$ cat config.mk
export PLATFORM = sky130hd
export DESIGN_NAME = byte_command_decompress_parser_top
export DESIGN_NICKNAME = d
export VERILOG_FILES = /design/src/design/bcdp_pkg.sv /design/src/design/bcdp_front.sv /design/src/design/bcdp_queue.sv /design/src/design/bcdp_back.sv /design/src/design/byte_command_decompress_parser_top.sv
export SDC_FILE = /design/constraint.sdc
export NUM_CORES = 1
export LEC_CHECK = 0
export BUFFER_PORTS_ARGS = -buffer_cell sky130_fd_sc_hd__buf_2
export CAP_MARGIN = 20
export CORE_MARGIN = 5
export CORE_UTILIZATION = 45
export DETAILED_ROUTE_END_ITERATION = 10
export GPL_ROUTABILITY_DRIVEN = 0
export GPL_TIMING_DRIVEN = 0
export HOLD_SLACK_MARGIN = 0.02
export PLACE_DENSITY_LB_ADDON = 0.25
export SLEW_MARGIN = 10
export SYNTH_ARGS = -nofsm -noshare
export SYNTH_HDL_FRONTEND = slang
export SYNTH_HIERARCHICAL = 1
export SYNTH_SLANG_ARGS = --single-unit
export TNS_END_PERCENT = 30
$ cat constraint.sdc
create_clock -name clk -period 22 [get_ports clk]
set_input_delay 1.1 -clock clk [delete_from_list [all_inputs] [get_ports clk]]
set_output_delay 1.1 -clock clk [all_outputs]
set_load 0.01 [all_outputs]
$ cat src/design/bcdp_pkg.sv
// ----------------------------------------------------------------------------
// bcdp_pkg: shared types and constants for the byte command decompress parser
// Parse phases, queue command format, result kinds and stream constants.
// ----------------------------------------------------------------------------
package bcdp_pkg;

  localparam logic [63:0] MAGIC_WORD   = 64'h0123_4567_89ab_cdef;
  localparam int          FIELD_BYTES  = 8;
  localparam int          CNT_W        = $clog2(FIELD_BYTES);
  localparam int          QUEUE_DEPTH  = 2;

  // command opcodes as they appear in the stream
  localparam logic [7:0] OPC_LITERAL = 8'd1;
  localparam logic [7:0] OPC_SEEK    = 8'd2;
  localparam logic [7:0] OPC_COPY    = 8'd3;

  // result kinds
  localparam logic [2:0] KIND_WRITE  = 3'd0;
  localparam logic [2:0] KIND_COPY   = 3'd1;
  localparam logic [2:0] KIND_ACCEPT = 3'd2;
  localparam logic [2:0] KIND_REJECT = 3'd3;
  localparam logic [2:0] KIND_TRUNC  = 3'd4;

  typedef enum logic [2:0] {
    PH_MAGIC,
    PH_SIZE,
    PH_OPCODE,
    PH_LITERAL,
    PH_FIELD_A,
    PH_FIELD_B,
    PH_SKIP
  } phase_t;

  typedef enum logic [2:0] {
    CMD_NONE,
    CMD_WRITE,
    CMD_SEEK,
    CMD_COPY,
    CMD_ACCEPT,
    CMD_REJECT,
    CMD_TRUNC
  } cmd_op_t;

  // a = literal / offset / distance / size, b = copy count
  typedef struct packed {
    cmd_op_t     op;
    logic        eos;
    logic [63:0] a;
    logic [63:0] b;
  } cmd_t;

endpackage

$ cat src/design/bcdp_front.sv
// ----------------------------------------------------------------------------
// bcdp_front: header and command parser
// Gathers little-endian fields byte by byte and pushes one command per
// finished header, literal, operand set or stream end into the queue.
// ----------------------------------------------------------------------------
module bcdp_front (
  input  logic              clk,
  input  logic              rst,
  input  logic              stream_valid,
  output logic              stream_ready,
  input  logic [7:0]        stream_byte,
  input  logic              end_of_stream,
  output logic              push_valid,
  input  logic              push_ready,
  output bcdp_pkg::cmd_t    push_cmd
);

  localparam logic [bcdp_pkg::CNT_W-1:0] CNT_LAST = bcdp_pkg::CNT_W'(bcdp_pkg::FIELD_BYTES - 1);

  bcdp_pkg::phase_t              phase, phase_next;
  logic [bcdp_pkg::CNT_W-1:0]    cnt, cnt_next;
  logic [1:0]                    pend, pend_next;
  logic [63:0]                   acc, acc_next;
  logic [63:0]                   held, held_next;

  logic        fire;
  logic        last;
  logic [63:0] word;

  assign stream_ready = push_ready;
  assign fire = stream_valid && stream_ready;
  assign last = (cnt == CNT_LAST);
  assign word = {stream_byte, acc[63:8]};

  always_ff @(posedge clk) begin
    if (rst) begin
      phase <= bcdp_pkg::PH_MAGIC;
      cnt   <= '0;
      pend  <= '0;
    end else begin
      phase <= phase_next;
      cnt   <= cnt_next;
      pend  <= pend_next;
    end
  end

  always_ff @(posedge clk) begin
    acc  <= acc_next;
    held <= held_next;
  end

  always_comb begin
    phase_next   = phase;
    cnt_next     = cnt;
    pend_next    = pend;
    acc_next     = acc;
    held_next    = held;
    push_valid   = 1'b0;
    push_cmd.op  = bcdp_pkg::CMD_NONE;
    push_cmd.eos = end_of_stream;
    push_cmd.a   = '0;
    push_cmd.b   = '0;

    if (fire) begin
      case (phase)
        bcdp_pkg::PH_MAGIC: begin
          if (last) begin
            push_valid = 1'b1;
            if (word != bcdp_pkg::MAGIC_WORD) begin
              push_cmd.op = bcdp_pkg::CMD_REJECT;
              phase_next  = bcdp_pkg::PH_SKIP;
            end else if (end_of_stream) begin
              push_cmd.op = bcdp_pkg::CMD_TRUNC;
            end else begin
              push_valid = 1'b0;
              phase_next = bcdp_pkg::PH_SIZE;
              cnt_next   = '0;
            end
          end else if (end_of_stream) begin
            push_valid  = 1'b1;
            push_cmd.op = bcdp_pkg::CMD_TRUNC;
          end else begin
            cnt_next = cnt + 1'b1;
            acc_next = word;
          end
        end
        bcdp_pkg::PH_SIZE: begin
          if (last) begin
            push_valid  = 1'b1;
            push_cmd.op = bcdp_pkg::CMD_ACCEPT;
            push_cmd.a  = word;
            phase_next  = bcdp_pkg::PH_OPCODE;
          end else if (end_of_stream) begin
            push_valid  = 1'b1;
            push_cmd.op = bcdp_pkg::CMD_TRUNC;
          end else begin
            cnt_next = cnt + 1'b1;
            acc_next = word;
          end
        end
        bcdp_pkg::PH_OPCODE: begin
          if (stream_byte inside {bcdp_pkg::OPC_LITERAL, bcdp_pkg::OPC_SEEK,
                                  bcdp_pkg::OPC_COPY}) begin
            if (end_of_stream) begin
              push_valid  = 1'b1;
              push_cmd.op = bcdp_pkg::CMD_TRUNC;
            end else begin
              pend_next  = stream_byte[1:0];
              cnt_next   = '0;
              phase_next = (stream_byte == bcdp_pkg::OPC_LITERAL) ?
                           bcdp_pkg::PH_LITERAL : bcdp_pkg::PH_FIELD_A;
            end
          end else if (end_of_stream) begin
            // no-op byte still has to clear the position tracker
            push_valid = 1'b1;
          end
        end
        bcdp_pkg::PH_LITERAL: begin
          push_valid  = 1'b1;
          push_cmd.op = bcdp_pkg::CMD_WRITE;
          push_cmd.a  = {56'd0, stream_byte};
          phase_next  = bcdp_pkg::PH_OPCODE;
        end
        bcdp_pkg::PH_FIELD_A: begin
          if (last) begin
            if (pend == bcdp_pkg::OPC_SEEK[1:0]) begin
              push_valid  = 1'b1;
              push_cmd.op = end_of_stream ? bcdp_pkg::CMD_NONE : bcdp_pkg::CMD_SEEK;
              push_cmd.a  = word;
              phase_next  = bcdp_pkg::PH_OPCODE;
            end else if (end_of_stream) begin
              push_valid  = 1'b1;
              push_cmd.op = bcdp_pkg::CMD_TRUNC;
            end else begin
              held_next  = word;
              cnt_next   = '0;
              phase_next = bcdp_pkg::PH_FIELD_B;
            end
          end else if (end_of_stream) begin
            push_valid  = 1'b1;
            push_cmd.op = bcdp_pkg::CMD_TRUNC;
          end else begin
            cnt_next = cnt + 1'b1;
            acc_next = word;
          end
        end
        bcdp_pkg::PH_FIELD_B: begin
          if (last) begin
            push_valid  = 1'b1;
            push_cmd.op = bcdp_pkg::CMD_COPY;
            push_cmd.a  = held;
            push_cmd.b  = word;
            phase_next  = bcdp_pkg::PH_OPCODE;
          end else if (end_of_stream) begin
            push_valid  = 1'b1;
            push_cmd.op = bcdp_pkg::CMD_TRUNC;
          end else begin
            cnt_next = cnt + 1'b1;
            acc_next = word;
          end
        end
        default: begin
          // skip: drop bytes until the stream ends
        end
      endcase

      if (end_of_stream) begin
        phase_next = bcdp_pkg::PH_MAGIC;
        cnt_next   = '0;
        pend_next  = '0;
      end
    end
  end

  a_eos_restarts: assert property (@(posedge clk) disable iff (rst)
    fire && end_of_stream |=> phase == bcdp_pkg::PH_MAGIC && cnt == '0)
    else $error("parser did not restart after end of stream");

  a_push_fits: assert property (@(posedge clk) disable iff (rst)
    push_valid |-> push_ready)
    else $error("command pushed into a full queue");

endmodule

$ cat src/design/bcdp_queue.sv
// ----------------------------------------------------------------------------
// bcdp_queue: command queue between parser and executor
// Small register FIFO; lets the parser run while the executor is stalled.
// ----------------------------------------------------------------------------
module bcdp_queue #(
  parameter int DEPTH = bcdp_pkg::QUEUE_DEPTH
) (
  input  logic           clk,
  input  logic           rst,
  input  logic           push_valid,
  output logic           push_ready,
  input  bcdp_pkg::cmd_t push_cmd,
  output logic           pop_valid,
  input  logic           pop_ready,
  output bcdp_pkg::cmd_t pop_cmd
);

  localparam int PTR_W = (DEPTH > 1) ? $clog2(DEPTH) : 1;
  localparam int CNT_W = $clog2(DEPTH + 1);
  localparam logic [PTR_W-1:0] PTR_LAST = PTR_W'(DEPTH - 1);
  localparam logic [CNT_W-1:0] CNT_FULL = CNT_W'(DEPTH);

  bcdp_pkg::cmd_t   entries [DEPTH];
  logic [PTR_W-1:0] wr_ptr, rd_ptr;
  logic [CNT_W-1:0] count;
  logic             do_push, do_pop;

  assign push_ready = (count != CNT_FULL);
  assign pop_valid  = (count != '0);
  assign pop_cmd    = entries[rd_ptr];
  assign do_push    = push_valid && push_ready;
  assign do_pop     = pop_valid && pop_ready;

  always_ff @(posedge clk) begin
    if (rst) begin
      wr_ptr <= '0;
      rd_ptr <= '0;
      count  <= '0;
    end else begin
      if (do_push) begin
        wr_ptr <= (wr_ptr == PTR_LAST) ? '0 : wr_ptr + 1'b1;
      end
      if (do_pop) begin
        rd_ptr <= (rd_ptr == PTR_LAST) ? '0 : rd_ptr + 1'b1;
      end
      case ({do_push, do_pop})
        2'b10:   count <= count + 1'b1;
        2'b01:   count <= count - 1'b1;
        default: count <= count;
      endcase
    end
  end

  always_ff @(posedge clk) begin
    if (do_push) begin
      entries[wr_ptr] <= push_cmd;
    end
  end

  a_count_bound: assert property (@(posedge clk) disable iff (rst)
    count <= CNT_FULL)
    else $error("queue count out of range");

endmodule

$ cat src/design/bcdp_back.sv
// ----------------------------------------------------------------------------
// bcdp_back: command executor
// Tracks the output position and declared size, runs the bound checks and
// holds the result in an output register.
// ----------------------------------------------------------------------------
module bcdp_back (
  input  logic           clk,
  input  logic           rst,
  input  logic           cmd_valid,
  output logic           cmd_ready,
  input  bcdp_pkg::cmd_t cmd,
  output logic           result_valid,
  input  logic           result_ready,
  output logic [2:0]     kind,
  output logic [63:0]    dest_addr,
  output logic [7:0]     literal,
  output logic [63:0]    back_distance,
  output logic [63:0]    length,
  output logic           beyond_size
);

  logic [63:0] pos, pos_next;
  logic [63:0] size, size_next;
  logic        take;
  logic        emit;
  logic [2:0]  kind_next;
  logic [63:0] dest_next, dist_next, len_next;
  logic [7:0]  lit_next;
  logic        beyond_next;

  assign cmd_ready = !result_valid || result_ready;
  assign take      = cmd_valid && cmd_ready;

  always_comb begin
    pos_next    = pos;
    size_next   = size;
    emit        = 1'b0;
    kind_next   = bcdp_pkg::KIND_WRITE;
    dest_next   = '0;
    lit_next    = '0;
    dist_next   = '0;
    len_next    = '0;
    beyond_next = 1'b0;
    case (cmd.op)
      bcdp_pkg::CMD_WRITE: begin
        emit        = 1'b1;
        dest_next   = pos;
        lit_next    = cmd.a[7:0];
        beyond_next = (pos >= size);
        pos_next    = pos + 64'd1;
      end
      bcdp_pkg::CMD_SEEK: begin
        pos_next = pos + cmd.a;
      end
      bcdp_pkg::CMD_COPY: begin
        emit        = 1'b1;
        kind_next   = bcdp_pkg::KIND_COPY;
        dest_next   = pos;
        dist_next   = cmd.a;
        len_next    = cmd.b;
        beyond_next = (pos > size) || (cmd.b > size - pos);
        pos_next    = pos + cmd.b;
      end
      bcdp_pkg::CMD_ACCEPT: begin
        emit      = 1'b1;
        kind_next = bcdp_pkg::KIND_ACCEPT;
        len_next  = cmd.a;
        size_next = cmd.a;
      end
      bcdp_pkg::CMD_REJECT: begin
        emit      = 1'b1;
        kind_next = bcdp_pkg::KIND_REJECT;
      end
      bcdp_pkg::CMD_TRUNC: begin
        emit      = 1'b1;
        kind_next = bcdp_pkg::KIND_TRUNC;
        dest_next = pos;
      end
      default: begin
      end
    endcase
    // end of stream: start the next file from scratch
    if (cmd.eos) begin
      pos_next  = '0;
      size_next = '0;
    end
  end

  always_ff @(posedge clk) begin
    if (rst) begin
      pos          <= '0;
      size         <= '0;
      result_valid <= 1'b0;
    end else begin
      if (take) begin
        pos  <= pos_next;
        size <= size_next;
      end
      if (take) begin
        result_valid <= emit;
      end else if (result_ready) begin
        result_valid <= 1'b0;
      end
    end
  end

  always_ff @(posedge clk) begin
    if (take && emit) begin
      kind          <= kind_next;
      dest_addr     <= dest_next;
      literal       <= lit_next;
      back_distance <= dist_next;
      length        <= len_next;
      beyond_size   <= beyond_next;
    end
  end

  a_eos_clears_pos: assert property (@(posedge clk) disable iff (rst)
    take && cmd.eos |=> pos == '0 && size == '0)
    else $error("position not cleared at end of stream");

  a_accept_loads_size: assert property (@(posedge clk) disable iff (rst)
    take && cmd.op == bcdp_pkg::CMD_ACCEPT && !cmd.eos |=> size == $past(cmd.a))
    else $error("declared size not loaded");

endmodule

$ cat src/design/byte_command_decompress_parser_top.sv
// ----------------------------------------------------------------------------
// byte_command_decompress_parser_top: literal/copy stream decoder
// Checks the magic word, reads the declared size, then decodes commands into
// byte writes and copy descriptors with bound flags.
//
//   channel   direction  handshake                     payload
//   stream    in         stream_valid / stream_ready   stream_byte, end_of_stream
//   result    out        result_valid / result_ready   kind, dest_addr, literal,
//                                                      back_distance, length,
//                                                      beyond_size
//
// One byte per cycle while the command queue has room; each command is registered
// in the queue and then in the executor's output register before its result is valid.
// The parser takes bytes while the command queue has room, the executor
// drains the queue whenever its output register is free or being taken.
// Reset (rst, synchronous) restarts at the magic word with position zero.
// A stalled result side fills the queue and then drops stream_ready.
// ----------------------------------------------------------------------------
module byte_command_decompress_parser_top #(
  parameter int QUEUE_DEPTH = bcdp_pkg::QUEUE_DEPTH
) (
  input  logic        clk,
  input  logic        rst,
  input  logic        stream_valid,
  output logic        stream_ready,
  input  logic [7:0]  stream_byte,
  input  logic        end_of_stream,
  output logic        result_valid,
  input  logic        result_ready,
  output logic [2:0]  kind,
  output logic [63:0] dest_addr,
  output logic [7:0]  literal,
  output logic [63:0] back_distance,
  output logic [63:0] length,
  output logic        beyond_size
);

  logic           push_valid, push_ready;
  bcdp_pkg::cmd_t push_cmd;
  logic           pop_valid, pop_ready;
  bcdp_pkg::cmd_t pop_cmd;

  bcdp_front u_front (
    .clk           (clk),
    .rst           (rst),
    .stream_valid  (stream_valid),
    .stream_ready  (stream_ready),
    .stream_byte   (stream_byte),
    .end_of_stream (end_of_stream),
    .push_valid    (push_valid),
    .push_ready    (push_ready),
    .push_cmd      (push_cmd)
  );

  bcdp_queue #(
    .DEPTH (QUEUE_DEPTH)
  ) u_queue (
    .clk        (clk),
    .rst        (rst),
    .push_valid (push_valid),
    .push_ready (push_ready),
    .push_cmd   (push_cmd),
    .pop_valid  (pop_valid),
    .pop_ready  (pop_ready),
    .pop_cmd    (pop_cmd)
  );

  bcdp_back u_back (
    .clk           (clk),
    .rst           (rst),
    .cmd_valid     (pop_valid),
    .cmd_ready     (pop_ready),
    .cmd           (pop_cmd),
    .result_valid  (result_valid),
    .result_ready  (result_ready),
    .kind          (kind),
    .dest_addr     (dest_addr),
    .literal       (literal),
    .back_distance (back_distance),
    .length        (length),
    .beyond_size   (beyond_size)
  );

endmodule
# Word-level counts from Yosys, hierarchy flattened
# Memories as Yosys holds them, arrays and structs flattened. A register that Yosys moved wholly into a read port is not among the register bits.
# Index checks and enable logic that the tools add are counted.
classes:
  eq_ne: 27
  bitwise: 3
  reduce_logical: 29
  n_lt_le_gt_ge: 3
  muxes: 63
  n_addsub: 9
op_table:
  columns: ["cell", "count"]
  rows:
  - ["$mux 64", 7]
  - ["$mux 128", 2]
  - ["$pmux 64 s4", 1]
  - ["$pmux 64 s3", 1]
  - ["$add 64x64->64", 2]
  - ["$gt 64x64->1", 2]
  - ["$pmux 64 s2", 1]
  - ["$mux 3", 24]
  - ["$add 64x1->64 const B", 1]
  - ["$ge 64x64->1", 1]
  - ["$ne 64x57->1 const B", 1]
  - ["$sub 64x64->64", 1]
  - ["$pmux 3 s4", 2]
  - ["$eq 3x3->1 const B", 6]
  - ["$pmux 3 s6", 1]
  - ["$eq 8x2->1 const B", 2]
  - ["$mux 1", 16]
  - ["$pmux 3 s5", 1]
  - ["$eq 3x2->1 const B", 4]
  - ["$reduce_and 6->1", 2]
  - ["$reduce_bool 2->1", 6]
  - ["$ne 3x2->1 const B", 3]
  - ["$eq 8x1->1 const B", 1]
  - ["$mux 2", 4]
  - ["31 further kinds", 42]
word_totals:
  n_memories: 1
  regBits: 473
  ram_bits: 264
  output_inout_bits: 206
  inputBits: 13
mem_list:
  columns: ["memory", "depth", "word_bits", "rd", "rd_clocked_by_memory_dff", "wr", "line_no", "rtl"]
  rows:
  - ["u_queue.entries", 2, 132, 1, 1, 1, "bcdp_queue.sv:23", "bcdp_pkg::cmd_t entries [DEPTH];"]

# Depth between registers and ports, before layout
# Gate-level depths: netlist of the first run.
depth:
  depth_word: 8
  mapped_depth: 27

# Hierarchy
# Netlist of the first run, hierarchy kept.
modules_own_cells:
  columns: ["mod", "seq_area_each_um2", "n_inst", "area_each_um2", "cells_each"]
  rows:
  - ["bcdp_back", 8708.4, 1, 21219.1, 2179]
  - ["bcdp_queue", 8027.7, 1, 9768.1, 435]
  - ["bcdp_front", 3763.6, 1, 5895.7, 479]

# Least setup slack after synthesis of the first run
# No wires, ideal clock.
synth_path:
  kind: "in2reg"
  start: "in stream_valid"
  end: "reg u_front.acc[10], enable pin"
  required_time_ns: 21.391
  setup_slack_ns: 14.776
  arrival_ns: 6.616
  path_stages: 2
  setup_time_ns: 0.609
  n_path_buf: 0
  cell_sequence: "nand2_1 nor4_1"
synth_via:
  elab_chain_len: 2
synth_lines:
  columns: ["item", "line_no", "rtl"]
  rows:
  - ["start: declaration", "byte_command_decompress_parser_top.sv:24", "input logic stream_valid,"]
  - ["$logic_and 1x1->1", "bcdp_front.sv:31", "assign fire = stream_valid && stream_ready;"]
  - ["$reduce_and 4->1 (no line)", null, null]
  - ["end signal: assignment", "bcdp_front.sv:48", "acc <= acc_next;"]
  - ["end: declaration", "bcdp_front.sv:23", "logic [63:0] acc, acc_next;"]
# No other way between the ends.
# A chain may end at the register's enable or synchronous reset.

==> results of run 1 <==
flip-flops by register name (all words and copies together) (netlist names), 2 cells and up, named ones only:
register / cells
u_queue/entries: 264
u_back/back_distance: 64
u_back/dest_addr: 64
u_back/length: 64
u_back/pos: 64
u_back/size: 64
u_front/held: 64
u_front/acc: 56
u_back/literal: 8
u_back/kind: 3
u_front/cnt: 3
u_front/phase: 3
u_front/pend: 2
u_queue/count: 2
worst paths after layout:
path                            cells after the start                           to                   startpoint  slack [ns]
worst max-delay path                               22  u_back/pos[60]$_SDFFE_PP0P_                     register       13.79
worst min-delay path                                2  u_front/cnt[1]$_SDFFE_PP0P_  u_front/cnt[1]$_SDFFE_PP0P_        0.48
worst max register to register                     22  u_back/pos[60]$_SDFFE_PP0P_                     register       13.79
worst min register to register                      2  u_front/cnt[1]$_SDFFE_PP0P_  u_front/cnt[1]$_SDFFE_PP0P_        0.48
synth_stat cells, types with 8 or more instances:
library cell,n
inv_1,112
a21o_1,106
o21a_1,14
nor2_1,255
clkbuf_1,117
edfxtp_1,588
a222oi_1,8
or3_1,13
nor2b_1,26
and3_1,13
buf_6,9
o21ai_0,87
o211ai_1,12
xor2_1,44
nand3_1,29
a31oi_1,11
xnor2_1,78
nor3_1,29
a22oi_1,151
dfxtp_1,142
nand4_1,39
ha_1,196
buf_1,13
a211oi_1,10
a21oi_1,181
buf_2,22
and2_1,206
mux2_2,132
o21bai_1,22
nand2_1,103
a22o_1,158
nand2b_1,21
kinds of logic after synthesis:
logic type                 after synthesis
AOI/OAI and AO/OA                      840
and+or+nand+nor                        789
DFF                                    730
buffers and inverters                  278
adders and majority gates              198
muxes                                  136
xor gates and xnor gates               122
per-stage QoR:
stage / cells / instance area (um2)
after detailed placement: 4407 / 39700
after floorplan: 3093 / 36900
after global routing: 4557 / 42400
after CTS: 4557 / 42400
final: 4558 / 42400
after global placement: 4381 / 39300
critical path, delay by kind of cell (launching register included):
kind | cells | cell delay, ns
AO/OA/AOI/OAI | 10 | 3.55
buffers and inverters | 5 | 2.21
AND/OR/NAND/NOR | 3 | 0.85
adder cells (fa/ha/maj) | 2 | 0.76
flip-flops | 1 | 0.30
multiplexers | 1 | 0.22
XOR/XNOR | 1 | 0.17
power groups by stage:
stage	registers [mW]	logic (mW)	clock network, mW
global placement	1.93	2.35	0
finish	1.84	2.44	1.37
detailed placement	1.87	2.40	0
global route	1.86	2.67	1.46
floorplan	1.97	1.55	0
CTS	1.84	2.42	1.40
metal layers:
layer	track usage, %	up-vias	part of all wire, %
met3	3.07	183	6.8
met5	0	-	0
li1	-	12300	-
met4	7.62	0	3.1
met2	37.0	1001	46
met1	32.4	12800	44
final cells by class:
| class | count | share of cell area (%) |
|---|---|---|
| Clock buffer | 118 | 5.51 |
| Sequential cell | 730 | 48.3 |
| Clock inverter | 32 | 0.905 |
| Tap cell | 1070 | 3.16 |
| Inverter | 113 | 1.04 |
| Buffer | 165 | 1.73 |
| Antenna cell | 1 | 0.00590 |
| Timing Repair Buffer | 244 | 3.33 |
| Multi-Input combinational cell | 2085 | 36.0 |
==> flow_summary.ini, run 1 <==
[placed_design]
portBuffers = 218
dp_hpwl_um = 77100
dp_slack_ns = 14.11

[setup_path]
slowest_delay_ns = 0.64
endpoint_kind = register
path_max_fanout = 10
cp.arrival_ns = 8.73
worstPathCellList = buf_2, buf_2, mux2_2, clkbuf_1, nand2b_1, nor2_1, clkbuf_2, clkbuf_1, a22oi_1, ha_1, fa_1, a211oi_1, o21bai_1, a211oi_1, nor3_1, o21ai_0, a31oi_1, a21o_1, a41oi_1, o21ai_0, xor2_1, a22o_1
crit_path_start_kind = register
worstSetupPathType = reg -> reg
worstPathRequired_ns = 22.52
cpMaxStageDelayCell = o21ai_0

[yosys]
synth.largest_area_cell = edfxtp_1
synth_edf_count = 588
syn_inst = 3093
syn-num-nets = 3304
synth_flop_cell = edfxtp_1
async_flop_share_pct = 0
ys.warnings.count = 6
ys_seq_area_share_pct = 55.6
synthDistinctLibCells = 95
synth_fa_ha_area_share_pct = 6.76
synth-compound-area-share_pct = 16.3
yosys.area_share.xor_xnor_pct = 2.90
synthMuxAreaShare_pct = 4.14
synth_top_family_by_area = compound AO/OA/AOI/OAI gates
synth.area.top_cells = edfxtp_1 48%, dfxtp_1 7.7%, ha_1 6.6%
netlist_area_mm2 = 0.0369
synth-simple-area-share_pct = 11.2
avgSynthCellArea_um2 = 11.9
yosysTopAreaCellShare_pct = 47.9
ys_seq_elements = 730

[floorplan]
die_x_um = 296
coreArea_mm2 = 0.0817
die_h_um = 296
io_pins = 219
initial_utilization_pct = 45.1
placementRows = 105
dieArea_mm2 = 0.0878

[detailed_routing]
first_pass_iters = 5
via_per_inst = 5.78
drt-initial-drc-count = 2541
wl_per_cell_um = 22.7
drc = 0
wirelength_um = 104000
vias = 26400
ant_nets = 0

[clock_network]
clkSlewWorstSetupHoldPaths_ns = 0.06
cts.sinks = 730
cts_resized = 0
clk_path_buf_depth = 3
numCtsBuffers = 80
insertion_delay_ns = 0.64
holdBufCountCts = 0
post_cts_buffers = 0
cts_root_buffer = clkbuf_16
cts_tree = built
htree_levels = 3

[global_routing]
antenna_found_initial = 5
grt_pass1_vias = 25200
overflow = 0
grt_pass1_wl_um = 154000
grtUsageTotal_pct = 23.0
grt_max_degree = 115

[cells_and_area]
seq_area_mm2 = 0.0205
multiInputGateArea_mm2 = 0.0153
drive_gt1_share_pct = 16.9
syn_to_final_growth_pct = 15.0
final_common_cell = edfxtp_1
layout.nets = 3630
fillers = 7177
final_cell_mix = 588 x edfxtp_1, 254 x nor2_1, 242 x buf_2
fin_util_pct = 51.9

[sta]
min_period_ns = 8.21
timing.hold.ws_ns = 0.481
finalHoldViolations = 0
worstMarginPinSlew_ns = 1.10
setup_ws_ns = 13.79
clock_skew_ns = 0.0273
period_share_pct = 37.3
finalSetupTns_ns = 0
slew_headroom_pct = 26.7
drv_slew = 0
setup_viol = 0
rsz0062_at_grt = no
fmax_ghz = 0.122

[pwr]
powerDensity_mw_per_mm2 = 133
clkPwrFrac_pct = 24.3
p_comb_share_pct = 43.2
fin_total_pwr_mw = 5.65
p_sw_mw = 2.10
ir_drop_v = 0.0000787
p_leak_nw = 16.3
p_int_mw = 3.55
seqPwrFrac_pct = 32.6
sw_frac_of_total_pct = 37.2

[outcome]
status = complete, no violations

[worst_hold_path]
min_path_type = reg -> reg

[job]
cap_violations = 0
(Power assumes the default switching activity.)
==> run 2, diff against run 1 <==
Clock period 22 ns to 7.3 ns, I/O delays scaled along.
==> run 2 against run 1 <==
Flip-flop and latch count unchanged. Via count increased by 0.22%. Count of clock-buffer cells in the layout unchanged. Clock power increased to 3.0 times the previous value. Wire length decreased by 0.19%. Worst setup slack got worse by 14 ns. Clock skew increased by 0.0017 ns. Maximum frequency increased by 15%. Total power increased to 3.0 times the previous value. Design area about the same. Non-clock buffer count decreased by 3. Global-route usage about the same. Largest cell class unchanged. Largest power group unchanged.
==> flow_summary.ini, run 2 (synthesized netlist as in run 1, its figures left out) <==
[cells_and_area]
final_cell_mix = 588 x edfxtp_1, 253 x nor2_1, 242 x buf_2
layout.nets = 3627
top_register = u_queue/entries
final_common_cell = edfxtp_1
syn_to_final_growth_pct = 15.1
drive_gt1_share_pct = 17.0
largest_reg_flops = 264
fillers = 7171

[clock_network]
htree_levels = 3
holdBufCountCts = 0
insertion_delay_ns = 0.64
clk_path_buf_depth = 3
cts_root_buffer = clkbuf_16
cts.sinks = 730
numCtsBuffers = 80
post_cts_buffers = 0
cts_tree = built
clkSlewWorstSetupHoldPaths_ns = 0.06

[detailed_routing]
vias = 26400
wl_per_cell_um = 22.7
wirelength_um = 103000
ant_nets = 0
drt-initial-drc-count = 2478
first_pass_iters = 8
via_per_inst = 5.80
drc = 0

[sta]
fmax_ghz = 0.140
timing.hold.ws_ns = 0.0561
drv_slew = 0
min_period_ns = 7.17
slew_headroom_pct = 27.5
rsz0062_at_grt = no
clock_skew_ns = 0.0290
worstMarginPinSlew_ns = 1.09
finalSetupTns_ns = 0
finalHoldViolations = 0
setup_viol = 0
period_share_pct = 98.2

[global_routing]
antenna_found_initial = 5
grtUsageTotal_pct = 22.9
grt_pass1_vias = 25200
overflow = 0
grt_pass1_wl_um = 154000
grt_max_degree = 115

[setup_path]
endpoint_kind = register
crit_path_start_kind = register
worstSetupPathType = reg -> reg
r2r_cells = 22
reg2reg_slack_ns = 0.13
worstPathRequired_ns = 7.83
path_max_fanout = 15
regToRegEndpoint = u_back/pos[63]$_SDFFE_PP0P_
cp.arrival_ns = 7.69

[job]
cap_violations = 0

[pwr]
powerDensity_mw_per_mm2 = 401
ir_drop_v = 0.000237
p_leak_nw = 16.3
fin_total_pwr_mw = 17.0

[worst_hold_path]
hp-start = rst
hold_end = u_front/pend[0]$_SDFFE_PP0P_
min_path_type = in -> reg
worst_hold_path.num_cells = 2

[floorplan]
initial_utilization_pct = 45.1
placementRows = 105
die_h_um = 296
coreArea_mm2 = 0.0817
dieArea_mm2 = 0.0878
io_pins = 219
die_x_um = 296

[outcome]
status = complete, no violations

[placed_design]
dp_hpwl_um = 77100
portBuffers = 218
==> run 2: through the flow <==
stage               cell area, um2  instances  util, %  worst slack [ns]
floorplan                    36900       3093        -             0.413
global placement             39300       4381     48.1             -2.13
detailed placement           39700       4407     48.6            -0.586
CTS                          42400       4556     51.9           0.00174
global route                 42500       4554     52.0          0.000447
finish                       42500       4557     52.0             0.134
==> run 2: layout make-up <==
type / count / area, um2 / area share [%]
clock inverters: 32 / 384 / 0.905
multi-input cells: 2085 / 15300 / 36.1
flip-flops and latches: 730 / 20500 / 48.3
plain buffers: 162 / 726 / 1.71
well taps: 1070 / 1340 / 3.15
repair buffers: 244 / 1410 / 3.33
diodes: 3 / 7.51 / 0.0177
clock buffers: 118 / 2340 / 5.51
inverters: 113 / 439 / 1.03
==> run 2: power by group <==
part	internal, mW	switching [mW]	total [mW]
clock	2.45	1.68	4.13
sequential	5.32	0.219	5.54
combinational	2.92	4.43	7.34
total	10.7	6.32	17.0
==> run 2: per-layer routing <==
metal  track usage (%)  part of all wire [%]  routed length, um  vias up
li1                  -                     -                  -    12300
met1              32.4                    43              44900    12900
met2              37.0                    47              48200     1000
met3              3.09                   7.0               7190      166
met4              7.65                   3.0               3070        0
met5                 0                     0                  0        -
==> run 2: timing repair <==
item,4_1_cts,5_1_grt
endpoints found under the setup margin,10,7
gates resized for setup,5,4
pin swaps,0,0
==> run 2: how the worst max path moves through the flow <==
| stage | cells after the start | slack [ns] | end |
|---|---|---|---|
| after floorplan | 4 | 0.41 | u_front/acc[10]$_DFFE_PP_ |
| after global placement | 3 | -2.13 | u_front/acc[23]$_DFFE_PP_ |
| after detailed placement | 22 | -0.59 | u_back/pos[60]$_SDFFE_PP0P_ |
| after CTS | 23 | 0.002 | u_back/pos[60]$_SDFFE_PP0P_ |
| after global routing | 22 | 0.0004 | u_back/pos[60]$_SDFFE_PP0P_ |
| final | 22 | 0.13 | u_back/pos[63]$_SDFFE_PP0P_ |
==> run 2: worst max-delay path, stage by stage (launching register included) <==
cell and delay, ns:
dfxtp_1 0.30, buf_2 0.22, buf_2 0.34, mux2_2 0.37, clkbuf_1 0.20, nand2b_1 0.34, nor2_1 0.27, clkbuf_2 0.36
buf_8 0.24, clkbuf_1 0.38, a22o_1 0.28, ha_1 0.25, a21oi_1 0.22, o22ai_1 0.21, a211oi_2 0.51, o211ai_2 0.27
a41oi_2 0.55, a2bb2oi_2 0.39, a31oi_2 0.29, nor2_2 0.33, o311ai_1 0.29, xnor2_1 0.21, a22o_1 0.20
